$ cat config.mk
export PLATFORM = sky130hd
export DESIGN_NAME = dipa_ram
export DESIGN_NICKNAME = d
export VERILOG_FILES = /design/src/sv/dense_id_pool_allocator_top_assert.svh /design/src/sv/dipa_ram.sv
export SDC_FILE = /design/constraint.sdc
export NUM_CORES = 2
export LEC_CHECK = 0
export ABC_CLOCK_PERIOD_IN_PS = 2200
export BUFFER_PORTS_ARGS = -buffer_cell sky130_fd_sc_hd__buf_2
export CORE_MARGIN = 10
export CORE_UTILIZATION = 57
export DETAILED_ROUTE_END_ITERATION = 6
export PLACE_DENSITY_LB_ADDON = 0.25
export SYNTH_ARGS = -nofsm -noshare
export SYNTH_HDL_FRONTEND = slang
export SYNTH_SLANG_ARGS = --single-unit
$ cat constraint.sdc
create_clock -name clk -period 2.2 [get_ports clk]
set_input_delay 0.33 -clock clk [delete_from_list [all_inputs] [get_ports clk]]
set_output_delay 0.33 -clock clk [all_outputs]
set_load 0.05 [all_outputs]
$ cat src/sv/dense_id_pool_allocator_top_assert.svh
// Assertion macros used by the pool allocator core.
// Each macro expects clk and rst_n in the scope where it is used.
`ifndef DENSE_ID_POOL_ALLOCATOR_TOP_ASSERT_SVH
`define DENSE_ID_POOL_ALLOCATOR_TOP_ASSERT_SVH

`ifndef SYNTHESIS
`define DIPA_ASSERT(lbl, prop, msg) \
    lbl: assert property (@(posedge clk) disable iff (!rst_n) (prop)) else $error(msg);
`define DIPA_ASSERT_NEXT(lbl, cond, conseq, msg) \
    lbl: assert property (@(posedge clk) disable iff (!rst_n) (cond) |=> (conseq)) \
        else $error(msg);
`else
`define DIPA_ASSERT(lbl, prop, msg)
`define DIPA_ASSERT_NEXT(lbl, cond, conseq, msg)
`endif

`endif

$ cat src/sv/dipa_ram.sv
module dipa_ram #(
    parameter int WIDTH = 8,
    parameter int DEPTH = 256
) (
    input  logic                     clk,
    input  logic                     we,
    input  logic [$clog2(DEPTH)-1:0] waddr,
    input  logic [WIDTH-1:0]         wdata,
    input  logic [$clog2(DEPTH)-1:0] raddr,
    output logic [WIDTH-1:0]         rdata
);

    logic [WIDTH-1:0] mem [DEPTH];
    logic [WIDTH-1:0] rdata_reg;

    always_ff @(posedge clk)
    begin
        if (we)
        begin
            mem[waddr] <= wdata;
        end
        rdata_reg <= mem[raddr];
    end

    assign rdata = rdata_reg;

endmodule

==> results.toml <==
[status]
status = "finished with violations"
violations = "setup timing"

[cells_and_area]
post-route-util_pct = 68.0
largest_reg_flops = 2048
num-fill-cells = 8534
layout.cells.non_filler = 6527
multiInputGateArea_mm2 = 0.0169
syn2layout_area_growth_pct = 18.8
fin_nets = 4506
ff_latch_area_mm2 = 0.0617
layout-drive-gt1-share_pct = 34.3
fin_area_mm2 = 0.0945

[timing]
finalMaxSlewViolations = 0
fmax_mhz = 438
finalHoldViolCount = 0
worst_pin_slew_ns = 0.830
period_needed_ns = 2.28
fin_crit_sh_pct = 104
setup_viol = 2
rsz0062_at_grt = "yes"
maxSlewHeadroom_pct = 44.5
skew_ns = 0.0357
setup_ws_ns = -0.0847

[global_route]
use_met3_pct = 5.75
grt_first_pass_wirelength_um = 292000
grt_max_degree = 82
use_met1_pct = 35.7
grt_use_met2_pct = 40.5
top_usage_layer = "met2"
grt_pass1_vias = 42100
grt_antenna_before_repair = 12
grt_usage_pct = 25.5
grt_overflow = 0

[power]
total_power_mw = 82.9
swShare_pct = 21.0
comb_power_share_pct = 5.7
pwr-share-seq_pct = 52.2
leakagePower_nw = 30.9
power_density_mw_per_mm2 = 877
vdd_ir_drop_max_mv = 0.809
p_sw_mw = 17.4
clkPwrFrac_pct = 42.1
power.internal_mw = 65.5

[setup_path]
cp.arrival_ns = 2.97
worst_setup_path_end_kind = "flop"
r2r_slack_ns = -0.08
worstPathMaxFanout = 1
criticalPathCategory = "flop to flop"
critPathLaunchType = "flop"
required_ns = 2.89
rr_endpoint = "rdata[4]"
r2r_start = "mem[136][4]"
reg2regPathDepth = 7

[synth]
yosysMostFrequentCell = "edfxtp_1"
seq_area_frac_synth_pct = 77.5
synthSimpleGateAreaFrac_pct = 2.63
synthTopCellsByCount = "2048 x edfxtp_1, 454 x mux4_2, 282 x nor2_1"
yosysWarnings = 0
syn_area_per_cell_um2 = 21.3
synth_fa_ha_area_share_pct = 0
synth_xor_area_share_pct = 0
yosys.area.top_type = "edfxtp_1"
synth_cells = 3733
syn-num-nets = 3759
synthTopCellsByArea = "edfxtp_1 77%, mux4_2 13%, mux2i_1 1.7%, nor2_1 1.3%, a22oi_1 1.3%"
synth_flop_cell = "edfxtp_1"
syn-cell-area_mm2 = 0.0796
synth_top_family_by_area = "multiplexers"
yosys.area.top_type_share_pct = 77.3
ys_seq_elements = 2056
synth_edf_count = 2048
synth_compound_area_share_pct = 3.42
synthArstFlopShare_pct = 0
synth.mux.area_fraction_pct = 14.6
yosysUniqueCellTypes = 55

[place]
io_buffers = 33
pre_cts_slack_ns = -1.22
dp.cells = 6150
gp_congestion = 0.874
hpwl_um = 129000
dpl_cell_area_mm2 = 0.0874

[clocking]
clkLatencyLatePin_ns = 0.83
numClockSinks = 2056
tritoncts = "done"
numCtsBuffers = 200
cts_setup_buffers = 0
cts_buffer_depth = 3
h-tree-depth = 4
root_buffer = "clkbuf_16"
clk_pin_slew_worst_paths_ns = 0.06

[route]
drc = 0
vias = 41800
wl_per_cell_um = 30.4
routed_wl_um = 199000
first_pass_iters = 6
via_per_inst = 6.40
ant_nets = 0
drt_iter0_markers = 5548

[hold_path]
worstHoldStart = "wdata[5]"
holdPathStages = 1
holdPathEnd = "mem[36][5]"
holdCritPathClass = "input pin to flop"

[die]
die_area_mm2 = 0.155
coreArea_mm2 = 0.139
dieHeight_um = 394
start_util_pct = 57.2
ios = 34
die_w_um = 394
rows = 137

[job]
cap_violations = 0
==> kinds of logic (layout without fill, tap and decap cells) <==
family,count (synthesis),in the layout
DFF,2056,2056
muxes,591,591
and+or+nand+nor,466,466
AOI/OAI and AO/OA,385,385
buffers and inverters,235,1150
other,0,3
==> how the worst max path moves through the flow <==
stage | from | to | slack [ns] | depth (start not counted)
6_report | mem[136][4] | rdata[4] | -0.08 | 7
3_3_place_gp | raddr[0] | rdata[7] | -1.52 | 9
4_1_cts | mem[140][7] | rdata[7] | -0.13 | 6
2_1_floorplan | raddr[1] | rdata[0] | 0.002 | 9
5_1_grt | raddr[0] | rdata[4] | -0.13 | 10
3_5_place_dp | raddr[0] | rdata[5] | -1.22 | 9
==> power groups by stage <==
stage	Sequential, mW	Combinational [mW]	Clock (mW)
3_3_place_gp	44.1	4.54	0
2_1_floorplan	44.1	2.12	0
3_5_place_dp	44.1	4.60	0
4_1_cts	43.3	4.68	35.3
5_1_grt	43.3	4.98	36.8
6_report	43.3	4.75	34.9
==> final cells by class <==
cell class,count,share of cell area [%]
Sequential cell,2056,65.2
Multi-Input combinational cell,1442,17.9
Timing Repair Buffer,778,7.34
Clock buffer,248,5.63
Tap cell,1876,2.48
Clock inverter,122,1.44
Inverter,2,0.00794
Antenna cell,3,0.00794
==> critical path, stage by stage (launching register included) <==
cell and delay [ns]:
edfxtp_1 0.39, mux4_2 0.50, mux4_2 0.53, nor2_4 0.15
a2111oi_4 0.04, nor3_2 0.28, buf_6 0.20, nor4_4 0.05
==> cells in the final DEF, fill, tap and decap left out, types with 7 or more instances in the layout <==
cell type  netlist  final
nor2_1         282    275
o211ai_1        10     10
nand4_1         10     10
nor2b_1         31     27
nand2_1         33     33
clkinv_2         0     39
a221oi_1        13      8
clkbuf_8         0      9
a211oi_1        16     10
mux2i_1        134    134
buf_12           8     82
o21ai_0         10      8
clkinv_1         1     38
buf_2           31     22
o22ai_1         28     28
buf_4           27    657
nor3_1          22     14
bufinv_16        0     28
nor4_1          24     12
a22o_1           8      8
nor4_4           0      8
clkbuf_1       111     39
dfxtp_1          8      7
edfxtp_1      2048   2048
nand2b_1         8      7
nor4_2           3      7
o221ai_1        46     45
mux4_2         454    455
a21oi_1         96     95
nand3_1         34     31
clkbuf_16        0    205
a22oi_1        133    132
==> metrics by stage <==
| stage | hold WS, ns | TNS [ns] |
|---|---|---|
| after global placement | 0.757 | -8.71 |
| after floorplan | 0.429 | 0 |
| final | 0.102 | -0.153 |
| after detailed placement | 0.759 | -9.67 |
| after CTS | 0.0782 | -0.203 |
| after global routing | 0.0955 | -0.266 |
==> metal layers <==
metal	vias to the layer above	share of wire, %
met5	-	0.039
met4	12	3.0
met3	382	11
met2	2338	48
met1	21800	38
li1	17200	-
==> timing repair <==
action / CTS / global route
pin swaps: 12 / 19
cloned: 0 / 1
resized for setup: 33 / 35
setup endpoints to repair: 9 / 8
endpoints found under the hold margin: 205 / 0
hold buffers: 4 / 0
No activity file was read; power rests on OpenSTA's default activity.
