**src/sv/dense_id_pool_allocator_top_assert.svh**
```systemverilog
// Assertion macros used by the pool allocator core.
// Each macro expects clk and rst_n in the scope where it is used.
`ifndef DENSE_ID_POOL_ALLOCATOR_TOP_ASSERT_SVH
`define DENSE_ID_POOL_ALLOCATOR_TOP_ASSERT_SVH

`ifndef SYNTHESIS
`define DIPA_ASSERT(lbl, prop, msg) \
    lbl: assert property (@(posedge clk) disable iff (!rst_n) (prop)) else $error(msg);
`define DIPA_ASSERT_NEXT(lbl, cond, conseq, msg) \
    lbl: assert property (@(posedge clk) disable iff (!rst_n) (cond) |=> (conseq)) \
        else $error(msg);
`else
`define DIPA_ASSERT(lbl, prop, msg)
`define DIPA_ASSERT_NEXT(lbl, cond, conseq, msg)
`endif

`endif

```
**src/sv/dipa_pkg.sv**
```systemverilog
package dipa_pkg;

    localparam int ID_COUNT = 256;
    localparam int ID_W     = $clog2(ID_COUNT);
    localparam int CNT_W    = $clog2(ID_COUNT + 1);

    localparam logic ACT_ALLOC   = 1'b0;
    localparam logic ACT_RELEASE = 1'b1;

    typedef enum logic [1:0] {
        ST_OK       = 2'd0,
        ST_FULL     = 2'd1,
        ST_NOT_USED = 2'd2
    } status_t;

    typedef struct packed {
        logic            action;
        logic [ID_W-1:0] id;
    } req_beat_t;

    typedef struct packed {
        logic [ID_W-1:0]  granted_id;
        status_t          status;
        logic [CNT_W-1:0] in_use;
    } rsp_beat_t;

    typedef struct packed {
        logic            we;
        logic [ID_W-1:0] waddr;
        logic [ID_W-1:0] wdata;
        logic [ID_W-1:0] raddr;
    } mem_req_t;

endpackage

```
**src/sv/dipa_core.sv**
```systemverilog
`include "dense_id_pool_allocator_top_assert.svh"

module dipa_core
    import dipa_pkg::*;
(
    input  logic            clk,
    input  logic            rst_n,
    input  logic            req_valid,
    output logic            req_stall,
    input  req_beat_t       req,
    output mem_req_t        order_req,
    input  logic [ID_W-1:0] order_rdata,
    output mem_req_t        posn_req,
    input  logic [ID_W-1:0] posn_rdata,
    output logic            res_valid,
    input  logic            res_take,
    output rsp_beat_t       res
);

    typedef enum logic [3:0] {
        S_IDLE = 4'b0001,
        S_READ = 4'b0010,
        S_SWAP = 4'b0100,
        S_DONE = 4'b1000
    } state_t;

    state_t           state_reg, state_next;
    logic [CNT_W-1:0] used_reg, used_next;
    logic [CNT_W-1:0] created_reg, created_next;
    logic             act_reg, act_next;
    logic [ID_W-1:0]  id_reg, id_next;
    logic [ID_W-1:0]  gid_reg, gid_next;
    status_t          status_reg, status_next;
    logic [CNT_W-1:0] last_pos;

    assign last_pos  = CNT_W'(used_reg - CNT_W'(1));
    assign req_stall = (state_reg != S_IDLE);
    assign res_valid = (state_reg == S_DONE);
    assign res       = '{granted_id: gid_reg, status: status_reg, in_use: used_reg};

    always_comb
    begin
        state_next   = state_reg;
        used_next    = used_reg;
        created_next = created_reg;
        act_next     = act_reg;
        id_next      = id_reg;
        gid_next     = gid_reg;
        status_next  = status_reg;
        order_req    = '0;
        posn_req     = '0;

        unique case (state_reg)
            S_IDLE:
            begin
                if (req_valid)
                begin
                    act_next = req.action;
                    id_next  = req.id;
                    if (req.action == ACT_ALLOC)
                    begin
                        if (used_reg == CNT_W'(ID_COUNT))
                        begin
                            gid_next    = '0;
                            status_next = ST_FULL;
                            state_next  = S_DONE;
                        end
                        else if (used_reg >= created_reg)
                        begin
                            // create a fresh identifier at the end of the list
                            order_req.we    = 1'b1;
                            order_req.waddr = created_reg[ID_W-1:0];
                            order_req.wdata = created_reg[ID_W-1:0];
                            posn_req.we     = 1'b1;
                            posn_req.waddr  = created_reg[ID_W-1:0];
                            posn_req.wdata  = created_reg[ID_W-1:0];
                            gid_next        = created_reg[ID_W-1:0];
                            created_next    = CNT_W'(created_reg + CNT_W'(1));
                            used_next       = CNT_W'(used_reg + CNT_W'(1));
                            status_next     = ST_OK;
                            state_next      = S_DONE;
                        end
                        else
                        begin
                            order_req.raddr = used_reg[ID_W-1:0];
                            state_next      = S_READ;
                        end
                    end
                    else if ({1'b0, req.id} >= created_reg)
                    begin
                        gid_next    = req.id;
                        status_next = ST_NOT_USED;
                        state_next  = S_DONE;
                    end
                    else
                    begin
                        // fetch the position of the id and the last used entry
                        posn_req.raddr  = req.id;
                        order_req.raddr = last_pos[ID_W-1:0];
                        state_next      = S_READ;
                    end
                end
            end
            S_READ:
            begin
                if (act_reg == ACT_ALLOC)
                begin
                    gid_next    = order_rdata;
                    used_next   = CNT_W'(used_reg + CNT_W'(1));
                    status_next = ST_OK;
                    state_next  = S_DONE;
                end
                else if ({1'b0, posn_rdata} >= used_reg)
                begin
                    gid_next    = id_reg;
                    status_next = ST_NOT_USED;
                    state_next  = S_DONE;
                end
                else
                begin
                    // move the last used id into the freed slot
                    order_req.we    = 1'b1;
                    order_req.waddr = posn_rdata;
                    order_req.wdata = order_rdata;
                    posn_req.we     = 1'b1;
                    posn_req.waddr  = order_rdata;
                    posn_req.wdata  = posn_rdata;
                    state_next      = S_SWAP;
                end
            end
            S_SWAP:
            begin
                order_req.we    = 1'b1;
                order_req.waddr = last_pos[ID_W-1:0];
                order_req.wdata = id_reg;
                posn_req.we     = 1'b1;
                posn_req.waddr  = id_reg;
                posn_req.wdata  = last_pos[ID_W-1:0];
                used_next       = last_pos;
                gid_next        = id_reg;
                status_next     = ST_OK;
                state_next      = S_DONE;
            end
            S_DONE:
            begin
                if (res_take)
                begin
                    state_next = S_IDLE;
                end
            end
            default:
            begin
                state_next = S_IDLE;
            end
        endcase
    end

    always_ff @(posedge clk or negedge rst_n)
    begin
        if (!rst_n)
        begin
            state_reg   <= S_IDLE;
            used_reg    <= '0;
            created_reg <= '0;
        end
        else
        begin
            state_reg   <= state_next;
            used_reg    <= used_next;
            created_reg <= created_next;
        end
    end

    always_ff @(posedge clk)
    begin
        act_reg    <= act_next;
        id_reg     <= id_next;
        gid_reg    <= gid_next;
        status_reg <= status_next;
    end

    `DIPA_ASSERT(a_used_le_created, used_reg <= created_reg, "used count above created count")
    `DIPA_ASSERT(a_created_bound, created_reg <= CNT_W'(ID_COUNT), "created count out of range")
    `DIPA_ASSERT_NEXT(a_swap_shrinks, state_reg == S_SWAP, (state_reg == S_DONE) && (used_reg == CNT_W'($past(used_reg) - CNT_W'(1))), "release did not shrink pool")

endmodule
```
**config.mk**
```make
export PLATFORM = sky130hd
export DESIGN_NAME = dipa_core
export DESIGN_NICKNAME = d
export VERILOG_FILES = /design/src/sv/dipa_pkg.sv /design/src/sv/dipa_core.sv
export VERILOG_INCLUDE_DIRS = /design/src /design/src/sv
export SDC_FILE = /design/constraint.sdc
export NUM_CORES = 1
export LEC_CHECK = 0
export BUFFER_PORTS_ARGS = -buffer_cell sky130_fd_sc_hd__buf_2
export CAP_MARGIN = 20
export CORE_ASPECT_RATIO = 2
export CORE_UTILIZATION = 55
export CTS_BUF_LIST = sky130_fd_sc_hd__clkbuf_8
export DETAILED_ROUTE_END_ITERATION = 16
export PLACE_DENSITY = 0.85
export SKIP_LAST_GASP = 1
export SLEW_MARGIN = 30
export SYNTH_ARGS = -nofsm -noshare
export SYNTH_HDL_FRONTEND = slang
export SYNTH_SLANG_ARGS = --single-unit
export TNS_END_PERCENT = 50
```
**constraint.sdc**
```tcl
create_clock -name clk -period 7.1 [get_ports clk]
set_clock_uncertainty 0.1 [all_clocks]
set_input_delay 1.065 -clock clk [delete_from_list [all_inputs] [get_ports clk]]
set_output_delay 1.065 -clock clk [all_outputs]
set_load 0.02 [all_outputs]
```
==> results <==
- Of the cells placed in the final design, the portion with a size suffix greater than 1 is 27.8%.
- Before CTS, the worst setup slack after placement is 2.47 ns.
- The transition time of the tightest slew-check pin is 0.992 ns.
- The arrival time reported for the critical path endpoint is 3.72 ns.
- In the synthesized netlist the dominant register cell turns out to be dfrtp_1.
- The final layout contains 506 nets.
- The switching power of the nets is 0.631 mW.
- Post-CTS repair changed the size of 0 cells.
- The via-per-instance ratio is 6.14.
- After layout, the minimum clock period comes to 4.88 ns.
- The cell with the largest stage delay on the worst path is a21oi_1.
- The width of the die is 56.6 um.
- The power per cell area is ~350 mW/mm^2.
- The Yosys warning count is 0.
- Setup repair after global routing left no endpoint under its margin.
- The portion of synthesized cell area occupied by the leading cell type is between 10% and 20%.
- The total count of max-transition violations in the final report came to 0.
- Across the run, the number of max-cap violations was 0.
- The number of DRC markers in iteration 0 is 117.
- Routability-driven placement finished with a final weighted congestion of approximately 0.9.
- Of all nets on the critical path, the largest fanout is 19.
- The setup-violating endpoint count in the final report is 0.
- The placed wire-length estimate after detailed placement is 6920 um.
- The post-CTS setup-driven buffer insertion count is 0.
- The clock tree synthesis step divided the H-tree into 2 levels.
- The placed cell area is 0.00367 mm^2.
- Once placement completed, the tool counted placed cells totaling between 500 and 600.
- Synthesis instantiated 50 different standard cells from the library.
- Counting every sink on the clock net gives 41.
- The cell sitting at the root of the clock tree is a clkbuf_8.
- At the end of the flow the core is filled with cells to 66.1%.
- In this run the tightest slew margin relative to its limit is 33.8%.
- The floorplan step defined a die boundary enclosing 0.00630 mm^2.
- The number of buffers on the longest clock path is 2.
- The share of synthesized flip-flops with an asynchronous set or reset is 53.7%.
- The delay contributed by the slowest stage of the critical path is between 0.7 and 0.8 ns.
- STA classifies the critical path startpoint as a flop.
- The internal power summed over all cells is 0.681 mW.
- Counting every net in the synthesized netlist gives 432.
- The signal on the critical path passes through inv_1 -> ha_1 -> nor4b_4 -> a21oi_1 -> nand2_1 -> a21oi_2 -> nand2_1 -> o221ai_1 -> buf_2.
- The required time reported for the critical path endpoint is 5.93 ns.
- The period utilization is between 60% and 70%.
- TritonCTS built the clock tree.
- The number of buffer and inverter stages on the critical path is 2.
- In the post-synthesis netlist, the biggest area contributors are edfxtp_1 17%, dfrtp_1 16%, ha_1 11%, nand2_1 4.7%, xnor2_1 4.3%.
- The mean instance size in the synthesized netlist is 8.76 um^2.
- The total wire length after detailed routing is 8890 um.
- The worst setup margin is 2.22 ns.
- The static leakage is 1.80 nW.
- In this run, the combinational gates consume 51.2% of the power.
- Summing every instance area after synthesis gives 0.00328 mm^2.
- The initial antenna violation count is 0.
- The detail route stage leaves a number of antenna-violating nets equal to 0.
- The first detailed-routing pass ran for 5 iterations.
- The count of pins on the block boundary is 100.
- The insertion delay of the later-clocked pin in the worst-skew pair is 0.32 ns.
- The core outline area is 0.00571 mm^2.
- The number of failing hold endpoints at the final stage is 0.
- The run finished with clean final reports.
- After routing the design area is 0.00377 mm^2.
- The effective utilization at floorplan is 57.5%.
- In this design, the largest share of critical-path delay is due to compound AO/OA/AOI/OAI gates.
- Input and output buffers added on the ports amount to 99.
- The category of the most critical setup path is flop to output pin.
- In the final routed layout, each cell accounts on average for 17.4 um.
- The worst setup path is captured at an output pin.
- The share of total power in sequential cells is 34.2%.
- Entering global routing, the biggest net connects 23 pins.
- Sequential cells were found to cover about a third of the synthesized design area.
- The vias after detailed routing is 3139.
- The number of placement rows is 39.
- The final total negative setup slack is 0 ns.
- Summed over all layers, the global routing overflow is 0.
- In this design, the critical path's most frequently occurring cell is nand2_1.
- Leaving out filler cells and counting taps, the final layout contains 511.
- The total global routing track utilization is about 30%.
- Overall power consumption after layout is estimated at between 1 and 1.5 mW.
- Hold is met by roughly 0.44 ns.
- In the routed design, unresolved DRC markers number 0.
- The largest vdd supply drop is 0.257 mV.
- Static timing analysis puts the maximum clock frequency at slightly above 200 MHz.
- Clock-pin slew was measured on the worst setup and hold paths at 0.08 ns.
- Counting flops and latches in the post-synthesis netlist gives slightly above 40.
- The share of total power dissipated in the clock network is 14.6%.
- After technology mapping, the gate count stands at ~380.
- The number of antenna diodes in the final layout is 0.
- The library cell used most frequently in the layout, excluding fill and tap cells, is buf_2.
- The via count of the first global-routing pass was 3005.
- The share of total power consumed by net switching is slightly below 50%.
- The overall die height is 111 um.
- TritonCTS created 5 clock buffers.
- The quantity of hold-fixing buffers added after cts is 0.
- The area growth from synthesis to layout is 14.9%.
- Counting flops with a built-in enable in the synthesized netlist gives 19.
- The global-route wire length before repair is around 14000 um.
- In the layout the commonest cells are 99 x buf_2, 41 x nand2_1, 37 x inv_1.
- In this run the worst hold path is classified as flop to flop.
- Summed over all instances, the cell type with the most area after synthesis is edfxtp_1.
==> cells in the mapped netlist, drive strengths merged (2+ instances only) <==
master,n
nor4b,6
buf,22
or3,4
ha,28
nor2,21
clkbuf,11
nor3,4
nand2,42
nand4,9
nor4,2
xnor2,16
and3,14
o221ai,5
nor2b,7
dfrtp,21
a22oi,18
edfxtp,19
o211ai,12
a21oi,27
a211oi,2
and2,5
xor2,2
nand3,4
o21ai,24
inv,37
==> final timing paths <==
check                                     from              to  slack [ns]  cells past startpoint
worst max-delay path               used_reg[0]    posn_req[15]        2.22                      9
worst min-delay path            created_reg[4]  created_reg[4]        0.44                      1
worst max register to register     used_reg[0]      gid_reg[3]        3.60                      7
worst min register to register  created_reg[4]  created_reg[4]        0.44                      1
max in group asynchronous                rst_n    state_reg[0]        5.90                      1
min in group asynchronous                rst_n  created_reg[1]        0.62                      1
==> layer usage <==
layer	vias to the layer above	part of all wire, %	global-route usage, %
met1	1456	33	28.7
li1	1471	-	-
met3	34	7.5	4.55
met2	178	55	55.0
met5	-	0	0
met4	0	4.7	17.6
==> cell type report <==
type | instances | area, um^2
clock buffer | 5 | 68.8
timing repair buffer | 100 | 503
clock inverter | 3 | 37.5
inverter | 38 | 144
sequential | 41 | 1120
fill | 463 | 1940
multi-input combinational | 263 | 1820
tap | 61 | 76.3
==> cells by family after synthesis <==
group | synth area share, %
simple gates | 20.1
mux | 0.305
fa+ha+maj | 10.7
buf+inv | 10.5
compound gates | 19.4
flops | 34.2
xor+xnor | 4.80
==> worst register-to-register path, stage by stage (launching register included) <==
cell	delay, ns
dfrtp_1	0.54
inv_1	0.16
ha_1	0.28
nor4b_4	0.44
a21oi_1	0.40
and3_1	0.45
o21ai_0	0.33
o211a_1	0.47
==> power by group through the flow <==
stage	clock network, mW	registers [mW]	logic (mW)
final	0.192	0.448	0.672
after global routing	0.199	0.461	0.743
after CTS	0.189	0.448	0.672
after detailed placement	0	0.453	0.668
after global placement	0	0.447	0.644
after floorplan	0	0.462	0.465
No activity file was read; power rests on OpenSTA's default activity.
